### config.mk
export PLATFORM = sky130hd
export DESIGN_NAME = modbus_rtu_frame_receiver
export DESIGN_NICKNAME = d
export VERILOG_FILES = /design/src/sv/mrtu_pkg.sv /design/src/sv/mrtu_classify.sv /design/src/sv/modbus_rtu_frame_receiver.sv
export VERILOG_INCLUDE_DIRS = /design/src /design/src/sv
export SDC_FILE = /design/constraint.sdc
export NUM_CORES = 1
export LEC_CHECK = 0
export BUFFER_PORTS_ARGS = -buffer_cell sky130_fd_sc_hd__buf_2
export CAP_MARGIN = 40
export CORE_ASPECT_RATIO = 0.8
export CORE_MARGIN = 2
export CORE_UTILIZATION = 62
export DETAILED_ROUTE_END_ITERATION = 8
export PLACE_DENSITY = 0.95
export SETUP_SLACK_MARGIN = 0.5
export SYNTH_ARGS = -nofsm -noshare
export SYNTH_HDL_FRONTEND = slang
export SYNTH_HIERARCHICAL = 1
export SYNTH_SLANG_ARGS = --single-unit
### constraint.sdc
create_clock -name clk -period 4 [get_ports clk]
set_input_delay 0.8 -clock clk [delete_from_list [all_inputs] [get_ports clk]]
set_output_delay 0.8 -clock clk [all_outputs]
set_load 0.02 [all_outputs]
### src/sv/modbus_rtu_frame_receiver_defines.svh
// Assertion macros for the Modbus RTU frame receiver.
// Used by the top level only; expects clk and arst_n in scope.
`ifndef MODBUS_RTU_FRAME_RECEIVER_DEFINES_SVH
`define MODBUS_RTU_FRAME_RECEIVER_DEFINES_SVH

// The condition implies the consequence in the same cycle.
`define MRTU_ASSERT_NOW(lbl, cond, cons) \
	lbl: assert property (@(posedge clk) disable iff (!arst_n) (cond) |-> (cons)) \
		else $error("mrtu: same-cycle check failed");

// The condition implies the consequence in the following cycle.
`define MRTU_ASSERT_NEXT(lbl, cond, cons) \
	lbl: assert property (@(posedge clk) disable iff (!arst_n) (cond) |=> (cons)) \
		else $error("mrtu: next-cycle check failed");

`endif

### src/sv/mrtu_pkg.sv
// Shared types, codes and the CRC-16 byte update for the Modbus RTU receiver.
// No dependencies.
package mrtu_pkg;

	localparam int MAX_FRAME_DEF = 256;
	localparam int MIN_FRAME     = 4;
	localparam int HDR_CRC_BYTES = 3;

	localparam logic [15:0] CRC_INIT = 16'hFFFF;
	localparam logic [15:0] CRC_POLY = 16'hA001;

	localparam logic [7:0] OWN_ADDR_RST = 8'd1;
	localparam logic [7:0] BCAST_ADDR   = 8'd0;

	localparam logic [1:0] ST_ACCEPTED  = 2'd0;
	localparam logic [1:0] ST_TOO_SHORT = 2'd1;
	localparam logic [1:0] ST_CRC_ERROR = 2'd2;
	localparam logic [1:0] ST_NOT_ADDR  = 2'd3;

	typedef struct packed {
		logic       action;
		logic [7:0] rx_byte;
	} in_t;

	typedef struct packed {
		logic [1:0] status;
		logic [7:0] frame_address;
		logic [7:0] function_code;
		logic [7:0] pdu_length;
		logic       is_broadcast;
	} out_t;

	function automatic logic [15:0] crc16_byte(input logic [15:0] crc, input logic [7:0] b);
		logic [15:0] c;
		c = crc ^ {8'h00, b};
		for (int k = 0; k < 8; k++) begin
			if (c[0]) begin
				c = (c >> 1) ^ CRC_POLY;
			end else begin
				c = c >> 1;
			end
		end
		return c;
	endfunction

endpackage

### src/sv/mrtu_classify.sv
// Classifies a completed frame from the receive state into one result.
// Depends on mrtu_pkg.
module mrtu_classify #(
	parameter int CW = 9
) (
	input  logic [CW-1:0] byte_count,
	input  logic [15:0]   running_crc,
	input  logic [7:0]    held_address,
	input  logic [7:0]    held_function,
	input  logic [7:0]    own_address,
	output mrtu_pkg::out_t result
);

	logic [CW-1:0] plen_full;
	logic          short_frame;
	logic          addressed;

	assign plen_full   = byte_count - CW'(mrtu_pkg::HDR_CRC_BYTES);
	assign short_frame = byte_count < CW'(mrtu_pkg::MIN_FRAME);
	assign addressed   = (held_address == own_address) || (held_address == mrtu_pkg::BCAST_ADDR);

	always_comb begin
		result.frame_address = held_address;
		result.function_code = held_function;
		result.is_broadcast  = held_address == mrtu_pkg::BCAST_ADDR;
		result.pdu_length    = short_frame ? 8'd0 : 8'(plen_full);
		if (short_frame) begin
			result.status = mrtu_pkg::ST_TOO_SHORT;
		end else if (running_crc != 16'h0000) begin
			result.status = mrtu_pkg::ST_CRC_ERROR;
		end else if (!addressed) begin
			result.status = mrtu_pkg::ST_NOT_ADDR;
		end else begin
			result.status = mrtu_pkg::ST_ACCEPTED;
		end
	end

endmodule

### src/sv/modbus_rtu_frame_receiver.sv
// Modbus RTU receive side: one transaction per cycle, bytes or silence timeouts.
// A timeout that ends a frame shows its result in the cycle after it is accepted.
// Throughput is one item per clock; the byte-wide CRC update and the frame
// classification are both combinational, and only a frame-ending
// timeout waits while an earlier result is still untaken.
// Asynchronous active-low reset: init mode, address register 1, no result held.
`include "modbus_rtu_frame_receiver_defines.svh"

module modbus_rtu_frame_receiver #(
	parameter int MaxFrame = mrtu_pkg::MAX_FRAME_DEF
) (
	input  logic           clk,
	input  logic           arst_n,
	input  logic           in_valid,
	output logic           in_ready,
	input  mrtu_pkg::in_t  in_data,
	output logic           out_valid,
	input  logic           out_ready,
	output mrtu_pkg::out_t out_data,
	input  logic           cfg_we,
	input  logic [7:0]     cfg_wdata
);

	localparam int CW = $clog2(MaxFrame + 1);

	localparam logic [1:0] MODE_INIT  = 2'd0;
	localparam logic [1:0] MODE_IDLE  = 2'd1;
	localparam logic [1:0] MODE_RCV   = 2'd2;
	localparam logic [1:0] MODE_ERROR = 2'd3;

	logic [1:0]     mode_q;
	logic [CW-1:0]  count_q;
	logic [15:0]    crc_q;
	logic [7:0]     addr_q;
	logic [7:0]     func_q;
	logic [7:0]     own_addr_q;
	logic           out_valid_q;
	mrtu_pkg::out_t out_data_q;
	mrtu_pkg::out_t result;
	logic           accept;
	logic           ends_frame;
	logic           produce;
	logic           short_out;

	assign ends_frame = in_data.action && (mode_q == MODE_RCV);
	assign in_ready   = !out_valid_q || out_ready || !ends_frame;
	assign accept     = in_valid && in_ready;
	assign produce    = accept && ends_frame;

	always_ff @(posedge clk or negedge arst_n) begin
		if (!arst_n) begin
			own_addr_q <= mrtu_pkg::OWN_ADDR_RST;
		end else if (cfg_we) begin
			own_addr_q <= cfg_wdata;
		end
	end

	always_ff @(posedge clk or negedge arst_n) begin
		if (!arst_n) begin
			mode_q  <= MODE_INIT;
			count_q <= '0;
			crc_q   <= mrtu_pkg::CRC_INIT;
			addr_q  <= '0;
			func_q  <= '0;
		end else if (accept) begin
			if (!in_data.action) begin
				unique case (mode_q) inside
					MODE_IDLE: begin
						count_q <= CW'(1);
						crc_q   <= mrtu_pkg::crc16_byte(mrtu_pkg::CRC_INIT, in_data.rx_byte);
						addr_q  <= in_data.rx_byte;
						func_q  <= '0;
						mode_q  <= MODE_RCV;
					end
					MODE_RCV: begin
						if (count_q < CW'(MaxFrame)) begin
							if (count_q == CW'(1)) begin
								func_q <= in_data.rx_byte;
							end
							count_q <= count_q + CW'(1);
							crc_q   <= mrtu_pkg::crc16_byte(crc_q, in_data.rx_byte);
						end else begin
							mode_q <= MODE_ERROR;
						end
					end
					MODE_INIT, MODE_ERROR: begin
					end
				endcase
			end else begin
				unique case (mode_q) inside
					MODE_INIT, MODE_ERROR, MODE_RCV: begin
						mode_q <= MODE_IDLE;
					end
					MODE_IDLE: begin
					end
				endcase
			end
		end
	end

	mrtu_classify #(
		.CW(CW)
	) u_classify (
		.byte_count   (count_q),
		.running_crc  (crc_q),
		.held_address (addr_q),
		.held_function(func_q),
		.own_address  (own_addr_q),
		.result       (result)
	);

	always_ff @(posedge clk or negedge arst_n) begin
		if (!arst_n) begin
			out_valid_q <= 1'b0;
		end else if (produce) begin
			out_valid_q <= 1'b1;
		end else if (out_ready) begin
			out_valid_q <= 1'b0;
		end
	end

	always_ff @(posedge clk) begin
		if (produce) begin
			out_data_q <= result;
		end
	end

	assign out_valid = out_valid_q;
	assign out_data  = out_data_q;

	assign short_out = out_valid_q && (out_data_q.status == mrtu_pkg::ST_TOO_SHORT);

	`MRTU_ASSERT_NEXT(a_result_follows, produce, out_valid_q)
	`MRTU_ASSERT_NOW(a_error_at_limit, mode_q == MODE_ERROR, count_q == CW'(MaxFrame))
	`MRTU_ASSERT_NOW(a_rcv_counts, mode_q == MODE_RCV, count_q != '0)
	`MRTU_ASSERT_NOW(a_short_no_pdu, short_out, out_data_q.pdu_length == 8'd0)

endmodule

[After elaboration in Yosys (flattened, before gate mapping)]
Cells that the tools add are included.
Operators by class
  shift operators: 0
  bitwise logic cells: 19
  multiplexer cells: 80
  eq/ne operators: 9
  magnitude comparators: 2
  divide/modulo/power cells: 0
  reductions and logical operators: 19
  multipliers: 0
  add/sub/neg operators: 2
Operators by type and width (count)
  16-bit 2-to-1 mux: 66
  2-bit NOT with 3-bit output: 16
  16-bit case mux with 2 select lines: 1
  9-bit case mux with 2 select lines: 1
  8-bit 2-to-1 mux: 2
  8-bit NOT with 16-bit output: 1
  8-bit case mux with 2 select lines: 1
  16-bit nonzero test: 1
  16-bit by 8-bit XOR with 16-bit output: 1
  2-bit 2-to-1 mux: 5
  9-bit by 1-bit adder with 9-bit output (second input constant): 1
  9-bit by 1-bit == test with 1-bit output (second input constant): 1
  9-bit by 3-bit < comparator with 1-bit output (second input constant): 1
  9-bit < comparator (second input constant): 1
  9-bit 2-to-1 mux: 1
  8-bit == test: 1
  8-bit logical NOT: 1
  4-bit AND reduction: 2
  8-bit by 2-bit subtractor with 8-bit output (second input constant): 1
  2-bit by 1-bit != test with 1-bit output (second input constant): 3
  5-bit AND reduction: 1
  2-bit == test (second input constant): 2
  2-bit case mux with 2 select lines: 1
  2-bit nonzero test: 2
  other kinds (11): 17
Storage, ports and cells
  memories: 0
  ROM bits: 0
  register bits after elaboration: 79
  bits in latches: 0
  bits of input ports: 22
  word-level logic and storage cells: 143
  memory bits (writable): 0

[Logic depth before layout (Yosys ltp)]
  word-level depth: 47
  depth in mapped cells: 8
  depth with buffers taken out: 7

[Cells and area by module]
Netlist, hierarchy kept.
By module, submodules not included
  modbus_rtu_frame_receiver: instances 1, seq. area each 2133.3 sq um, cells an instance 262, area an instance 3382.0 sq um
  mrtu_classify: instances 1, seq. area each 0.0 sq um, cells an instance 65, area an instance 493.0 sq um

[Worst setup path after synthesis]
No wires, ideal clock.
  kind: register to register
  from: reg mode_q[0]
  to: reg out_data_q, in the netlist out_data[0], enable pin
  data arrival time: 1.903 ns
  path slack: 1.711 ns
  stages on the path, launching flop included: 6
  path buffers: 1
  cell sequence: dfrtp_1 inv_1 ha_1 clkbuf_1 nand4b_1 and4_1
Between the ends
  word-level cells in the longest chain between the ends: 6
RTL lines
  start: declaration: line modbus_rtu_frame_receiver.sv:31  | logic [1:0] mode_q;
  start signal: assignment: line modbus_rtu_frame_receiver.sv:60  | mode_q <= MODE_INIT;
  start signal: assignment: line modbus_rtu_frame_receiver.sv:73  | mode_q <= MODE_RCV;
  start signal: assignment: line modbus_rtu_frame_receiver.sv:83  | mode_q <= MODE_ERROR;
  2-bit == test: line modbus_rtu_frame_receiver.sv:45  | assign ends_frame = in_data.action && (mode_q == MODE_RCV);
  1-bit logical AND: line modbus_rtu_frame_receiver.sv:45
  1-bit logical NOT: line modbus_rtu_frame_receiver.sv:46  | assign in_ready = !out_valid_q || out_ready || !ends_frame;
  1-bit logical OR: line modbus_rtu_frame_receiver.sv:46
  via in_ready: line modbus_rtu_frame_receiver.sv:15  | output logic in_ready,
  1-bit logical AND: line modbus_rtu_frame_receiver.sv:47  | assign accept = in_valid && in_ready;
  1-bit logical AND: line modbus_rtu_frame_receiver.sv:48  | assign produce = accept && ends_frame;
  via produce: line modbus_rtu_frame_receiver.sv:42  | logic produce;
  end signal: assignment: line modbus_rtu_frame_receiver.sv:124  | out_data_q <= result;
  end: declaration: line modbus_rtu_frame_receiver.sv:38  | mrtu_pkg::out_t out_data_q;
The timed path passes the listed nets, and every way through them passes these cells.
A chain may end at the register's enable or synchronous reset.

[Final worst setup path]
  from: reg mode_q[0]
  to: out in_ready
Between the ends
  word-level cells in the longest chain between the ends: 4
RTL lines (line)
  2-bit == test: modbus_rtu_frame_receiver.sv:45
  1-bit logical AND: modbus_rtu_frame_receiver.sv:45
  1-bit logical NOT: modbus_rtu_frame_receiver.sv:46
  1-bit logical OR: modbus_rtu_frame_receiver.sv:46
  end: declaration: modbus_rtu_frame_receiver.sv:15
Every way passes these cells.

==> metrics <==
WS Path Type reg -> out; Worst setup SP type flip-flop; met3 WL post-DR 637 um; final hold vios 0; TritonCTS Sinks 79; CTS tree yes; total power 3.20 mW; Seq pwr share 44.3%; Die X 92.4 um; worst-margin pin slew ~680 ps; Fill cells 390; top sig layer met4; Seq/Total Area, Yosys ~55%; FF+latch count, synth just under 80; Max Cap Viol 0; DP Wirelength 5.37 mm; core area 0.00597 mm2; CTS root buf clkbuf_8; count of cell types in the netlist 45; Metal-1 WL 3.22 mm; Inserted Clock Buffers 9; Critical Path AT about 1900 ps; setup_tns 0 ps; post-CTS sizing 0; H-tree levels 3; IO Count 51; antenna violations before repair 0; Register Area 0.00213 mm2; Final Util 72.1%; Clock Pin Slew Worst Setup and Hold Paths around 80 ps; drt wl/cell 17.7 um; P_int 1.98 mW; FP Rows 25; syn_nets 355; final worst path period need 2740 ps; Hold Crit Class in -> async; Fmax 0.365 GHz; layout cell share with drive strength beyond 1 between 30% and 40%; Longest Clk Path Bufs 2; vias in the first global route 2622; P_leak 1.84 nW; Synth Flop Type dfrtp_1; total number of vias 2668; crit-path max FO 21; RSZ-0062 raised after global routing false; cells after synthesis 327; VDD IR-drop max 0.383 mV; Nets 394; Switch Pwr about 1.2 mW; GR Util All Layers approximately a quarter; Post-synth ARST share 65.8%; initial core utilization about two thirds; input/output buffers 50; post-route ant nets 0; Die H 74.7 um; P per Cell Area ~740 mW/mm2; hold_buf cts 0; multi-input logic area 0.00156 mm2; Area Overhead vs Synth 11.2%; Yosys Warn Count 6; drt drc 0; Final Cycle Share 68.5%; setup violators final 0; worst endpoint required time approximately 3200 ps; area of the mapped netlist 0.00387 mm2; DR WL met2 4.00 mm; final RePlAce weighted congestion 0.902; syn avg cell area ~12 um2; post-CTS setup buffer count 0; diode count 0; final wirelength 7.99 mm; Gate power share 38.1%; Setup Skew 7.66 ps; Placement Setup Slack 1460 ps; grt ovf 0; Via density 5.90; global-route wire length before repair 13.2 mm; status finished clean; switching part of the total approximately two fifths; largest net degree at the start of global routing 35; Crit. End Element primary output; drt pass-1 iters 4; Clk pwr share 17.6%; Post-synth EDFFs 27; initial drt markers approximately 210; clk_lat worst skew 370 ps; Slew Limit Fails 0; Die Area 0.00690 mm2; final setup margin 1260 ps; Max-Slew Margin vs Limit 53.9%
[power by group through the flow]
stage | Combinational [mW] | Clock (mW) | Sequential, mW
2_1_floorplan | 1.00 | 0 | 1.38
3_3_place_gp | 1.11 | 0 | 1.40
3_5_place_dp | 1.17 | 0 | 1.41
4_1_cts | 1.20 | 0.570 | 1.41
5_1_grt | 1.33 | 0.605 | 1.45
6_report | 1.22 | 0.563 | 1.42
[placed cells by master, fill, tap and decap left out, types with 2 or more instances in the layout]
cell | synthesis | layout
a211o_1 | 2 | 2
a21o_1 | 4 | 4
a21oi_1 | 8 | 8
a22o_1 | 8 | 8
and3_1 | 2 | 2
buf_2 | 0 | 50
buf_4 | 16 | 3
clkbuf_8 | 0 | 10
clkinv_4 | 0 | 2
clkinvlp_4 | 0 | 2
dfrtp_1 | 35 | 35
dfstp_2 | 17 | 17
edfxtp_1 | 27 | 27
ha_1 | 6 | 6
inv_1 | 6 | 6
mux2_2 | 17 | 17
nand2_1 | 38 | 38
nand3_1 | 6 | 6
nand4_1 | 4 | 4
nor2_1 | 22 | 22
nor3_1 | 4 | 4
nor4_1 | 5 | 5
o21ai_0 | 18 | 18
o31ai_1 | 5 | 5
or3_1 | 3 | 3
or4_4 | 2 | 2
xnor2_1 | 29 | 29
xnor3_1 | 2 | 2
xor2_1 | 12 | 12
xor3_1 | 2 | 2
[through the flow]
step	cells	hold slack, ps	area [um2]
2_1_floorplan	327	462	3870
3_3_place_gp	434	447	4090
3_5_place_dp	435	445	4110
4_1_cts	451	397	4300
5_1_grt	452	411	4310
6_report	452	391	4310
[worst max-delay path: stages, from the launching register on]
cell,delay [ps]
dfrtp_1,420
inv_1,100
ha_1,600
nand4b_1,240
buf_2,220
[metal layers]
layer	track usage, %	up-vias
met5	0	-
met4	8.96	0
met3	8.31	14
met2	42.4	133
met1	32.9	1311
li1	-	1210
[logic make-up (layout without fill, tap and decap cells)]
family / count (synthesis) / in the layout / synth area share [%]
AOI/OAI and AO/OA: 51 / 51 / 9.20
xor gates and xnor gates: 45 / 45 / 11.7
adders and majority gates: 6 / 6 / 1.94
buffers and inverters: 33 / 77 / 4.81
DFF: 79 / 79 / 55.1
muxes: 17 / 17 / 4.94
and+or+nand+nor: 96 / 96 / 12.4
[registers in the layout, indices dropped and copies added, names as in the netlist]
register	flops
addr_q	8
count_q	9
mode_q	2
func_q	8
own_addr_q	8
out_valid	1
crc_q	16
out_data	27
[cell type report]
type / count / area share [%]
Timing Repair Buffer: 55 / 7.14
Inverter: 6 / 0.522
Tap cell: 81 / 2.35
Sequential cell: 79 / 49.5
Clock inverter: 6 / 1.22
Multi-Input combinational cell: 215 / 36.1
Clock buffer: 10 / 3.19
[cell usage after synthesis, drive strengths merged (3+ instances only)]
cell type,n,area share (%)
inv,6,0.58
dfstp,17,12
nor4,6,1.4
mux2,17,4.9
a22o,8,1.8
or3,3,0.48
edfxtp,27,21
ha,6,1.9
nand3,6,0.77
dfrtp,35,23
clkbuf,10,1.0
o31ai,6,1.3
xor2,12,2.7
xnor2,29,6.6
buf,17,3.2
nand4,4,0.65
a21oi,8,1.0
nor2,23,2.4
o21ai,18,2.3
nor3,5,0.77
a21o,4,0.77
nand2,38,3.7
[final timing paths]
| kind | startpoint | endpoint | slack (ps) | cells past startpoint |
|---|---|---|---|---|
| hold reg to reg | func_q[1] | out_data[10] | 470 | 0 |
| hold / removal | arst_n | own_addr_q[6] | 390 | 1 |
| max in group asynchronous | arst_n | crc_q[6] | 2860 | 3 |
| setup / recovery | mode_q[0] | in_ready | 1260 | 4 |
| setup reg to reg | mode_q[0] | func_q[6] | 1610 | 7 |
| min in group clk | func_q[1] | out_data[10] | 470 | 0 |
No activity file was read; power rests on OpenSTA's default activity.
